--- config.mk ---
export PLATFORM = sky130hd
export DESIGN_NAME = aqr_mem
export DESIGN_NICKNAME = d
export VERILOG_FILES = /design/src/sv/array_queue_with_reverse_assert.svh /design/src/sv/aqr_pkg.sv /design/src/sv/aqr_mem.sv
export SDC_FILE = /design/constraint.sdc
export NUM_CORES = 2
export LEC_CHECK = 0
export BUFFER_PORTS_ARGS = -buffer_cell sky130_fd_sc_hd__buf_2
export CORE_ASPECT_RATIO = 0.75
export CORE_MARGIN = 2
export CORE_UTILIZATION = 23
export CTS_CLUSTER_DIAMETER = 30
export DETAILED_ROUTE_END_ITERATION = 8
export PLACE_DENSITY_LB_ADDON = 0.12
export SLEW_MARGIN = 10
export SYNTH_ARGS = -nofsm -noshare
export SYNTH_HDL_FRONTEND = slang
export SYNTH_SLANG_ARGS = --single-unit
--- constraint.sdc ---
create_clock -name clk -period 5.5 [get_ports clk]
set_input_delay 1.375 -clock clk [delete_from_list [all_inputs] [get_ports clk]]
set_output_delay 1.375 -clock clk [all_outputs]
set_load 0.01 [all_outputs]
--- src/sv/array_queue_with_reverse_assert.svh ---
// Assertion macros for the array queue with reverse.
// Used by the RTL files that carry checks; no other dependencies.
`ifndef ARRAY_QUEUE_WITH_REVERSE_ASSERT_SVH
`define ARRAY_QUEUE_WITH_REVERSE_ASSERT_SVH
`ifndef SYNTHESIS
`define AQR_ASSERT(lbl, prop, clk, rst_n) \
	lbl: assert property (@(posedge clk) disable iff (!rst_n) prop) \
	else $error("aqr: property failed");
`define AQR_NEVER(lbl, cond, clk, rst_n) \
	lbl: assert property (@(posedge clk) disable iff (!rst_n) !(cond)) \
	else $error("aqr: forbidden condition seen");
`else
`define AQR_ASSERT(lbl, prop, clk, rst_n)
`define AQR_NEVER(lbl, cond, clk, rst_n)
`endif
`endif

--- src/sv/aqr_pkg.sv ---
// Shared types and constants for the array queue with reverse.
// No dependencies.
`timescale 1ns / 1ps
package aqr_pkg;

	localparam int DEPTH_DEF = 128;
	localparam int DATA_W = 32;

	localparam logic signed [DATA_W-1:0] DEQ_EMPTY_DATA = -32'sd1;

	typedef enum logic [1:0] {
		CMD_ENQ = 2'd0,
		CMD_DEQ = 2'd1,
		CMD_REV = 2'd2
	} cmd_t;

	typedef enum logic [1:0] {
		ST_OK    = 2'd0,
		ST_FULL  = 2'd1,
		ST_EMPTY = 2'd2
	} status_t;

	typedef struct packed {
		logic [1:0]               command;
		logic signed [DATA_W-1:0] value;
	} req_t;

	typedef struct packed {
		logic signed [DATA_W-1:0] data;
		status_t                  status;
		logic                     is_empty;
		logic                     is_full;
	} rsp_t;

	// result stage handed from control to the output register
	typedef struct packed {
		logic vld;
		logic use_rd;
		rsp_t rsp;
	} s1_t;

	typedef enum logic [2:0] {
		SQ_IDLE,
		SQ_CP_RD,
		SQ_CP_WR,
		SQ_SW_RD_A,
		SQ_SW_RD_B,
		SQ_SW_WR_A,
		SQ_SW_WR_B
	} seq_t;

endpackage

--- src/sv/aqr_mem.sv ---
// Entry storage: one write port, one read port, registered read data.
// Depends on aqr_pkg.
`timescale 1ns / 1ps
module aqr_mem #(
	parameter int DEPTH = aqr_pkg::DEPTH_DEF,
	localparam int IDX_W = $clog2(DEPTH)
) (
	input  logic                             clk,
	input  logic                             we,
	input  logic [IDX_W-1:0]                 waddr,
	input  logic signed [aqr_pkg::DATA_W-1:0] wdata,
	input  logic                             re,
	input  logic [IDX_W-1:0]                 raddr,
	output logic signed [aqr_pkg::DATA_W-1:0] rdata
);

	logic signed [aqr_pkg::DATA_W-1:0] mem_q [DEPTH];
	logic signed [aqr_pkg::DATA_W-1:0] rdata_q;

	always_ff @(posedge clk) begin
		if (we) begin
			mem_q[waddr] <= wdata;
		end
		if (re) begin
			rdata_q <= mem_q[raddr];
		end
	end

	assign rdata = rdata_q;

endmodule

==> impl_metrics.json <==
{
  "required_ns": 6.32,
  "grt_pass1_wl_mm": 734.2,
  "dpl.hpwl_mm": 326.1,
  "power_density_nw_per_um2": 438.1,
  "synth_top_area_share_pct": 79.16,
  "first_iter_violations": 9071,
  "relSlewSlack_pct": 19.48,
  "cts_setup_buffers": 0,
  "hold-path-cell-count": 1,
  "dr.pass1.iters": 5,
  "drc": 0,
  "port_buffers": 80,
  "min-delay-start": "wdata[29]",
  "numCtsBuffers": 787,
  "clk_pin_slew_ns": 0.05,
  "skew_ns": 0.04702,
  "critical_path_class": "in2reg",
  "antenna_found_initial": 102,
  "final_cells": 16764,
  "async_flop_share_pct": 0,
  "hold_violations": 0,
  "drive_gt1_share_pct": 42.97,
  "timing.rr.end": "rdata[21]$_DFFE_PP_",
  "layout.nets": 7007,
  "tightest_slew_ns": 1.208,
  "rr_worst_depth": 4,
  "cts_num_sinks": 4128,
  "crit_arrival_ns": 4.81,
  "num_rows": 262,
  "place_congestion": 0.7335,
  "p_total_mw": 87.88,
  "ant_nets": 0,
  "ys_seq_elements": 4128,
  "grt_use_total_pct": 15.80,
  "dieArea_um2": 687500,
  "ys_types": 16,
  "syn_area_um2": 156600,
  "path_max_fanout": 32,
  "wl_per_cell_um": 33.24,
  "synthFlopType": "edfxtp_1",
  "num_vias": 75208,
  "core_area_um2": 678600,
  "drt-total-wl_mm": 557.2,
  "cts_tree": "done",
  "io_pins": 81,
  "synth_area_leader_cell": "edfxtp_1",
  "p_leak_nw": 61.98,
  "yosys_warnings": 0,
  "initial_core_util_pct": 23.08,
  "synth_edf_count": 4128,
  "area_growth_pct": 28.08,
  "synth_most_common_cell": "edfxtp_1",
  "synthCells": 5990,
  "setup_viol": 0,
  "cts_resized": 0,
  "placedCellCount": 15145,
  "whs_endpoint": "mem_q[84][29]$_DFFE_PP_",
  "finalCriticalPeriod_ns": 3.994,
  "grt_pass1_vias": 77619,
  "min-delay-path-class": "in2reg",
  "syn-num-nets": 6039,
  "root_buffer": "clkbuf_16",
  "finalHoldWorstSlack_ns": 0.7829,
  "reg2reg_slack_ns": 2.56,
  "worstSkewPairLatency_ns": 1.11,
  "yosysSeqAreaShare_pct": 79.16,
  "die_w_um": 956.8,
  "postCtsHoldBufs": 0,
  "grt_max_degree": 129,
  "cp-end-kind": "flip-flop",
  "start_kind": "primary input",
  "synth_area_leaders": "edfxtp_1 (79%), mux4_2 (19%), clkbuf_1 (0.44%), nor2_1 (0.29%), buf_2 (0.25%)",
  "fmax_mhz": 250.4,
  "status": "finished clean",
  "final.setup.tns_ns": 0,
  "r2r-start": "mem_q[45][21]$_DFFE_PP_",
  "cap_violations": 0,
  "final_max_slew_viol_count": 0,
  "die_h_um": 718.6,
  "htreeDepth": 6,
  "ys_top_cells_by_count": "edfxtp_1 (4128), mux4_2 (1344), clkbuf_1 (182)",
  "grt_setup_unrepaired": "no",
  "clk_path_buf_depth": 4,
  "grt.overflow.total": 0,
  "vdd_ir_drop_max_uv": 338.8,
  "syn_area_per_cell_um2": 26.14,
  "viasPerCell": 4.486,
  "period_share_pct": 72.62
}
[flip-flops by register name (all words and copies together), names as in the netlist]
signal / cells
rdata: 32
mem_q: 4096
[layout make-up]
| class | count | area (um2) |
|---|---|---|
| fill | 65307 | 478000 |
| tap | 8976 | 11230 |
| sequential | 4128 | 124000 |
| clock inverter | 610 | 7144 |
| timing repair buffer | 495 | 5449 |
| clock buffer | 865 | 20140 |
| multi-input combinational | 1546 | 32290 |
| antenna | 144 | 360.3 |
[worst max path at each step]
stage                             endpoint     start  slack (ns)
floorplan           mem_q[98][0]$_DFFE_PP_        we        0.89
finish                  rdata[5]$_DFFE_PP_  raddr[0]        1.51
CTS                     rdata[5]$_DFFE_PP_  raddr[0]        1.58
detailed placement      rdata[5]$_DFFE_PP_  raddr[0]        0.39
global placement        rdata[5]$_DFFE_PP_  raddr[0]        0.37
global route            rdata[5]$_DFFE_PP_  raddr[0]        1.48
[stage by stage]
step | util [%] | cell area, um2 | setup slack [ns]
global placement | 25.48 | 172900 | 0.3674
floorplan | - | 156600 | 0.8863
global route | 29.51 | 200200 | 1.482
detailed placement | 25.48 | 172900 | 0.3856
CTS | 29.50 | 200200 | 1.579
finish | 29.56 | 200600 | 1.506
[logic make-up after synthesis]
logic type    count (synthesis)  share of synthesized area, %
buf+inv                     316                        0.8373
flops                      4128                         79.16
mux                        1376                         19.56
simple gates                170                        0.4450
[per-layer routing]
layer	wire length, um	GRT usage, %	vias to the layer above
li1	-	-	29048
met3	36610	3.433	678
met1	269600	24.16	42615
met2	241700	23.18	2847
met4	9119	2.905	20
met5	121	0	-
[critical path, stage by stage]
cell and delay (ns):
buf_12 0.33, buf_12 0.26, buf_12 0.27, buf_4 0.29, mux4_2 0.55, mux4_2 0.63, mux4_2 0.63, mux2_2 0.31
[where the power goes]
group | total, mW | switching [mW] | internal (mW)
sequential | 35.0 | 0.135 | 34.9
combinational | 3.91 | 2.54 | 1.37
clock | 49.0 | 17.2 | 31.8
[layout by cell type (no fill, tap or decap), drive strengths merged]
master,count
diode,144
nor2b,7
mux2,32
buf,495
nor2,122
clkbuf,865
nand3,12
mux4,1344
nor3,9
nand2,14
nand2b,2
bufinv,111
clkinvlp,100
or3,1
nand4,3
edfxtp,4128
inv,61
clkinv,338
Power figures use the tool's default switching activity.
