$ cat config.mk
export PLATFORM = sky130hd
export DESIGN_NAME = aqr_ctrl
export DESIGN_NICKNAME = d
export VERILOG_FILES = /design/src/sv/aqr_pkg.sv /design/src/sv/aqr_ctrl.sv
export VERILOG_INCLUDE_DIRS = /design/src /design/src/sv
export SDC_FILE = /design/constraint.sdc
export NUM_CORES = 1
export LEC_CHECK = 0
export BUFFER_PORTS_ARGS = -buffer_cell sky130_fd_sc_hd__buf_2
export CORE_MARGIN = 2
export CORE_UTILIZATION = 37
export DETAILED_ROUTE_END_ITERATION = 6
export GPL_TIMING_DRIVEN = 0
export PLACE_DENSITY = 0.56
export SYNTH_ARGS = -nofsm -noshare
export SYNTH_HDL_FRONTEND = slang
export SYNTH_SLANG_ARGS = --single-unit
$ cat constraint.sdc
create_clock -name clk -period 8.16 [get_ports clk]
set_clock_uncertainty 0.15 [all_clocks]
set_input_delay 1.632 -clock clk [delete_from_list [all_inputs] [get_ports clk]]
set_output_delay 1.632 -clock clk [all_outputs]
set_load 0.02 [all_outputs]
$ cat src/sv/array_queue_with_reverse_assert.svh
// Assertion macros for the array queue with reverse.
// Used by the RTL files that carry checks; no other dependencies.
`ifndef ARRAY_QUEUE_WITH_REVERSE_ASSERT_SVH
`define ARRAY_QUEUE_WITH_REVERSE_ASSERT_SVH
`ifndef SYNTHESIS
`define AQR_ASSERT(lbl, prop, clk, rst_n) \
	lbl: assert property (@(posedge clk) disable iff (!rst_n) prop) \
	else $error("aqr: property failed");
`define AQR_NEVER(lbl, cond, clk, rst_n) \
	lbl: assert property (@(posedge clk) disable iff (!rst_n) !(cond)) \
	else $error("aqr: forbidden condition seen");
`else
`define AQR_ASSERT(lbl, prop, clk, rst_n)
`define AQR_NEVER(lbl, cond, clk, rst_n)
`endif
`endif

$ cat src/sv/aqr_pkg.sv
// Shared types and constants for the array queue with reverse.
// No dependencies.
`timescale 1ns / 1ps
package aqr_pkg;

	localparam int DEPTH_DEF = 128;
	localparam int DATA_W = 32;

	localparam logic signed [DATA_W-1:0] DEQ_EMPTY_DATA = -32'sd1;

	typedef enum logic [1:0] {
		CMD_ENQ = 2'd0,
		CMD_DEQ = 2'd1,
		CMD_REV = 2'd2
	} cmd_t;

	typedef enum logic [1:0] {
		ST_OK    = 2'd0,
		ST_FULL  = 2'd1,
		ST_EMPTY = 2'd2
	} status_t;

	typedef struct packed {
		logic [1:0]               command;
		logic signed [DATA_W-1:0] value;
	} req_t;

	typedef struct packed {
		logic signed [DATA_W-1:0] data;
		status_t                  status;
		logic                     is_empty;
		logic                     is_full;
	} rsp_t;

	// result stage handed from control to the output register
	typedef struct packed {
		logic vld;
		logic use_rd;
		rsp_t rsp;
	} s1_t;

	typedef enum logic [2:0] {
		SQ_IDLE,
		SQ_CP_RD,
		SQ_CP_WR,
		SQ_SW_RD_A,
		SQ_SW_RD_B,
		SQ_SW_WR_A,
		SQ_SW_WR_B
	} seq_t;

endpackage

$ cat src/sv/aqr_ctrl.sv
// Command decode, head/tail/empty state and the reverse sequencer.
// Depends on aqr_pkg and array_queue_with_reverse_assert.svh; drives aqr_mem.
`timescale 1ns / 1ps
`include "array_queue_with_reverse_assert.svh"
module aqr_ctrl #(
	parameter int DEPTH = aqr_pkg::DEPTH_DEF,
	localparam int IDX_W = $clog2(DEPTH)
) (
	input  logic                              clk,
	input  logic                              arst_n,
	input  logic                              in_valid,
	output logic                              in_ready,
	input  aqr_pkg::req_t                     in_beat,
	input  logic                              adv,
	output aqr_pkg::s1_t                      s1,
	output logic                              mem_we,
	output logic [IDX_W-1:0]                  mem_waddr,
	output logic signed [aqr_pkg::DATA_W-1:0] mem_wdata,
	output logic                              mem_re,
	output logic [IDX_W-1:0]                  mem_raddr,
	input  logic signed [aqr_pkg::DATA_W-1:0] mem_rdata
);

	localparam logic [IDX_W-1:0] LAST = IDX_W'(DEPTH - 1);

	aqr_pkg::seq_t state_q, state_d;
	logic [IDX_W-1:0] head_q, head_d, tail_q, tail_d;
	logic empty_q, empty_d;
	logic [IDX_W-1:0] src_q, src_d, dst_q, dst_d, end_q, end_d;
	logic [IDX_W-1:0] lo_q, lo_d, hi_q, hi_d;
	logic signed [aqr_pkg::DATA_W-1:0] hold_q, hold_d;
	logic vld_s1, vld_d;
	logic use_rd_s1, use_rd_d;
	aqr_pkg::rsp_t rsp_s1, rsp_d;
	logic accept, full;

	assign full = !empty_q && (tail_q == LAST);
	assign in_ready = (state_q == aqr_pkg::SQ_IDLE) && (!vld_s1 || adv);
	assign accept = in_valid && in_ready;

	always_comb begin
		state_d = state_q;
		head_d = head_q;
		tail_d = tail_q;
		empty_d = empty_q;
		src_d = src_q;
		dst_d = dst_q;
		end_d = end_q;
		lo_d = lo_q;
		hi_d = hi_q;
		hold_d = hold_q;
		mem_we = 1'b0;
		mem_waddr = '0;
		mem_wdata = in_beat.value;
		mem_re = 1'b0;
		mem_raddr = '0;
		use_rd_d = 1'b0;
		rsp_d.data = '0;
		rsp_d.status = aqr_pkg::ST_OK;
		rsp_d.is_empty = 1'b0;
		rsp_d.is_full = 1'b0;
		case (state_q)
			aqr_pkg::SQ_IDLE: begin
				if (accept) begin
					case (in_beat.command)
						aqr_pkg::CMD_ENQ: begin
							if (full) begin
								rsp_d.status = aqr_pkg::ST_FULL;
							end else if (empty_q) begin
								mem_we = 1'b1;
								mem_waddr = '0;
								head_d = '0;
								tail_d = '0;
								empty_d = 1'b0;
							end else begin
								mem_we = 1'b1;
								mem_waddr = IDX_W'(tail_q + 1'b1);
								tail_d = IDX_W'(tail_q + 1'b1);
							end
						end
						aqr_pkg::CMD_DEQ: begin
							if (empty_q) begin
								rsp_d.data = aqr_pkg::DEQ_EMPTY_DATA;
								rsp_d.status = aqr_pkg::ST_EMPTY;
							end else begin
								mem_re = 1'b1;
								mem_raddr = head_q;
								use_rd_d = 1'b1;
								if (head_q >= tail_q) begin
									head_d = '0;
									tail_d = '0;
									empty_d = 1'b1;
								end else begin
									head_d = IDX_W'(head_q + 1'b1);
								end
							end
						end
						aqr_pkg::CMD_REV: begin
							if (!empty_q) begin
								head_d = '0;
								tail_d = IDX_W'(tail_q - head_q);
								lo_d = '0;
								hi_d = IDX_W'(tail_q - head_q);
								if (head_q != '0) begin
									// slide live entries down to slot 0 first
									src_d = head_q;
									dst_d = '0;
									end_d = tail_q;
									state_d = aqr_pkg::SQ_CP_RD;
								end else if (tail_q != '0) begin
									state_d = aqr_pkg::SQ_SW_RD_A;
								end
							end
						end
						default: begin
						end
					endcase
				end
				rsp_d.is_empty = empty_d;
				rsp_d.is_full = !empty_d && (tail_d == LAST);
			end
			aqr_pkg::SQ_CP_RD: begin
				mem_re = 1'b1;
				mem_raddr = src_q;
				state_d = aqr_pkg::SQ_CP_WR;
			end
			aqr_pkg::SQ_CP_WR: begin
				mem_we = 1'b1;
				mem_waddr = dst_q;
				mem_wdata = mem_rdata;
				if (src_q == end_q) begin
					state_d = (lo_q < hi_q) ? aqr_pkg::SQ_SW_RD_A : aqr_pkg::SQ_IDLE;
				end else begin
					src_d = IDX_W'(src_q + 1'b1);
					dst_d = IDX_W'(dst_q + 1'b1);
					state_d = aqr_pkg::SQ_CP_RD;
				end
			end
			aqr_pkg::SQ_SW_RD_A: begin
				mem_re = 1'b1;
				mem_raddr = lo_q;
				state_d = aqr_pkg::SQ_SW_RD_B;
			end
			aqr_pkg::SQ_SW_RD_B: begin
				mem_re = 1'b1;
				mem_raddr = hi_q;
				hold_d = mem_rdata;
				state_d = aqr_pkg::SQ_SW_WR_A;
			end
			aqr_pkg::SQ_SW_WR_A: begin
				mem_we = 1'b1;
				mem_waddr = lo_q;
				mem_wdata = mem_rdata;
				state_d = aqr_pkg::SQ_SW_WR_B;
			end
			aqr_pkg::SQ_SW_WR_B: begin
				mem_we = 1'b1;
				mem_waddr = hi_q;
				mem_wdata = hold_q;
				lo_d = IDX_W'(lo_q + 1'b1);
				hi_d = IDX_W'(hi_q - 1'b1);
				if (IDX_W'(lo_q + 1'b1) < IDX_W'(hi_q - 1'b1)) begin
					state_d = aqr_pkg::SQ_SW_RD_A;
				end else begin
					state_d = aqr_pkg::SQ_IDLE;
				end
			end
			default: begin
				state_d = aqr_pkg::SQ_IDLE;
			end
		endcase
	end

	always_comb begin
		if (accept) begin
			vld_d = 1'b1;
		end else if (adv) begin
			vld_d = 1'b0;
		end else begin
			vld_d = vld_s1;
		end
	end

	always_ff @(posedge clk or negedge arst_n) begin
		if (!arst_n) begin
			state_q <= aqr_pkg::SQ_IDLE;
			head_q <= '0;
			tail_q <= '0;
			empty_q <= 1'b1;
			vld_s1 <= 1'b0;
		end else begin
			state_q <= state_d;
			head_q <= head_d;
			tail_q <= tail_d;
			empty_q <= empty_d;
			vld_s1 <= vld_d;
		end
	end

	always_ff @(posedge clk) begin
		src_q <= src_d;
		dst_q <= dst_d;
		end_q <= end_d;
		lo_q <= lo_d;
		hi_q <= hi_d;
		hold_q <= hold_d;
		if (accept) begin
			rsp_s1 <= rsp_d;
			use_rd_s1 <= use_rd_d;
		end
	end

	assign s1.vld = vld_s1;
	assign s1.use_rd = use_rd_s1;
	assign s1.rsp = rsp_s1;

	`AQR_ASSERT(a_empty_idx, empty_q |-> (head_q == '0 && tail_q == '0), clk, arst_n)
	`AQR_ASSERT(a_head_le_tail, !empty_q |-> (head_q <= tail_q), clk, arst_n)
	`AQR_ASSERT(a_swap_span, (state_q == aqr_pkg::SQ_SW_RD_A || state_q == aqr_pkg::SQ_SW_WR_B) |-> (lo_q < hi_q), clk, arst_n)
	`AQR_NEVER(a_rw_same_slot, mem_we && mem_re && (mem_waddr == mem_raddr), clk, arst_n)

endmodule

==> reports/results.ini <==
[routing]
routed_wl_um = 21600
antenna_left = 0
wire_per_inst_um = 18.4
num_vias = 6440
drc = 0
dr.pass1.iters = 5
first_iter_violations = 502
vias_per_cell = 5.48

[synth]
seq_area_frac_synth_pct = 39.9
synthArstFlopShare_pct = 20.7
syn_nets = 870
synth-edff-count = 73
synthCells = 768
yosysWarnings = 0
synth_area_um2 = 6690
ys.flop_type = edfxtp_1
avgSynthCellArea_um2 = 8.72
synth_cell_types = 65
synth-seq-cells = 92

[global_routing]
grt_usage_pct = 22.1
grt_overflow = 0
grt_pass1_vias = 5968
grt_use_met3_pct = 3.08
antenna_found_initial = 0
top_usage_layer = met2
grt_pass1_wl_um = 33900
globalRouteMet2Util_pct = 35.2
use_met1_pct = 31.6
grt_max_degree = 33

[worst_setup_path]
crit_top_cell = buf_2
end_kind = output pin
crit_path_top_delay_cell = nor2_1
worstSetupPathType = in2out
worstPathArrival_ps = 3630
path_max_fanout = 13
max_stage_delay_ps = 540
start_kind = input port
crit_chain = buf_2 -> nand2b_1 -> nand3_2 -> inv_2 -> nand2_1 -> nor2_1 -> a221o_1 -> buf_2
required_ps = 6380

[pwr]
max-vdd-ir-drop_mv = 0.200
leakage_nw = 3.43
power_density_nw_per_um2 = 391

[cells_and_area]
syn2layout_area_growth_pct = 21.7
utilization_pct = 45.7
drive_gt1_share_pct = 23.9
mostFrequentLayoutCell = buf_2
nets = 1043
mostFrequentLayoutCells = buf_2, nor2_1, a21oi_1
antenna_cells = 0
fillers = 1824

[floorplanning]
dieArea_um2 = 19200
std_cell_rows = 49
die_h_um = 139
ios = 157
initial_core_util_pct = 37.5
die_w_um = 139
coreArea_um2 = 17800

[sta]
setup_ws_ps = 2750
rsz0062_at_grt = no
clock.fmax_mhz = 185
drv_slew = 0
max_slew_margin_pct = 40.8
hold_viol_final = 0
min_period_ps = 5410
worst_slew_pin_slew_ps = 887
holdWs_ps = 382
fin_crit_sh_pct = 66.3
setup-violations-final = 0
fin_tns_setup_ps = 0

[clock_network]
cts_hold_buf = 0
clockRootBuffer = clkbuf_16
cts_tree = built
clkTransAtPathRegs_ps = 70
cts_buffers = 9
clk_latency_ps = 360
clockBufferDepth = 2
cts_sinks = 92
ctsHtreeMaxLevel = 3
post-cts-setup-buffers = 0
cts_resized = 0

[hold_path]
hold_class = reg2reg

[placement]
pre_cts_slack_ps = 2750
io_buffers = 156
place.gp.congestion = 0.927
dp_hpwl_um = 16400

[run_status]
outcome = complete, no violations

[job]
cap_violations = 0

cells by family after synthesis:
group | after synthesis | synth area share [%]
simple gates | 242 | 17.1
buf+inv | 108 | 8.13
fa+ha+maj | 32 | 6.09
flops | 92 | 39.9
mux | 10 | 1.50
xor+xnor | 36 | 4.71
compound gates | 248 | 22.6
path summary, 6_finish.rpt:
path | slack (ps) | to | depth (start not counted) | start
setup / recovery | 2750 | mem_raddr[2] | 8 | adv
hold / removal | 380 | end_q[0]$_DFFE_PP_ | 0 | tail_q[0]$_DFFE_PN0P_
setup reg to reg | 5090 | s1[0]$_SDFFCE_PN0P_ | 8 | tail_q[2]$_DFFE_PN0P_
hold reg to reg | 380 | end_q[0]$_DFFE_PP_ | 0 | tail_q[0]$_DFFE_PN0P_
max in group asynchronous | 6380 | head_q[5]$_DFFE_PN0P_ | 1 | arst_n
min in group asynchronous | 1110 | state_q[0]$_DFFE_PN0P_ | 1 | arst_n
synthesized netlist by cell type (7+ instances only):
cell type,instances,area (µm²)
and2_1,7,43.8
xnor2_1,23,201
o221ai_1,7,61.3
o21ai_1,15,75.1
a21oi_1,84,420
nand2b_1,11,68.8
buf_4,35,263
nor2_1,101,379
inv_1,24,90.1
and3_1,9,56.3
edfxtp_1,73,2190
xor2_1,13,114
dfrtp_1,18,450
a22oi_1,9,67.6
nand2_1,56,210
mux2i_1,10,100
o22ai_1,65,407
nand3_1,24,120
o21ai_0,23,115
ha_1,31,388
clkbuf_1,37,139
layer usage:
metal  wire length, µm  vias up  part of all wire (%)
met5                 0        -                     0
met1              9950     3026                    46
met3              1370       18                   6.3
li1                  -     3146                     -
met4               325        0                   1.5
met2              9970      250                    46
sequential cells by signal, summed over array words and instances (netlist names):
signal and count:
dst_q 7, empty_q 1, end_q 7, head_q 7, hi_q 7, hold_q 32, lo_q 7, s1 5
src_q 7, state_q 3, tail_q 7, use_rd_s1 1, vld_s1 1
stage by stage:
| step | power [mW] | instances | area, µm² |
|---|---|---|---|
| floorplan | 2.10 | 768 | 6690 |
| global placement | 2.72 | 1153 | 7760 |
| detailed placement | 2.74 | 1159 | 7840 |
| CTS | 3.20 | 1175 | 8150 |
| global route | 3.41 | 1175 | 8150 |
| finish | 3.19 | 1175 | 8150 |
worst max-delay path, delay by kind of cell:
family	cells	cell delay [ps]
AND/OR/NAND/NOR	4	1160
buffers and inverters	3	530
AO/OA/AOI/OAI	1	300
power by group:
group	switching (mW)	internal, mW	total (mW)	leakage (nW)
Clock	0.201	0.243	0.444	0.149
Combinational	1.27	0.691	1.96	2.35
Sequential	0.116	0.666	0.781	0.929
cell type report:
cell class                      instances  area, µm²  share of cell area, %
Buffer                                 82        447                   5.48
Clock buffer                            9        225                   2.76
Clock inverter                          7       83.8                   1.03
Inverter                               26       97.6                   1.20
Multi-Input combinational cell        568       3490                   42.8
Sequential cell                        92       2670                   32.8
Tap cell                              229        287                   3.52
Timing Repair Buffer                  162        852                   10.5
No activity file was read; power rests on OpenSTA's default activity.
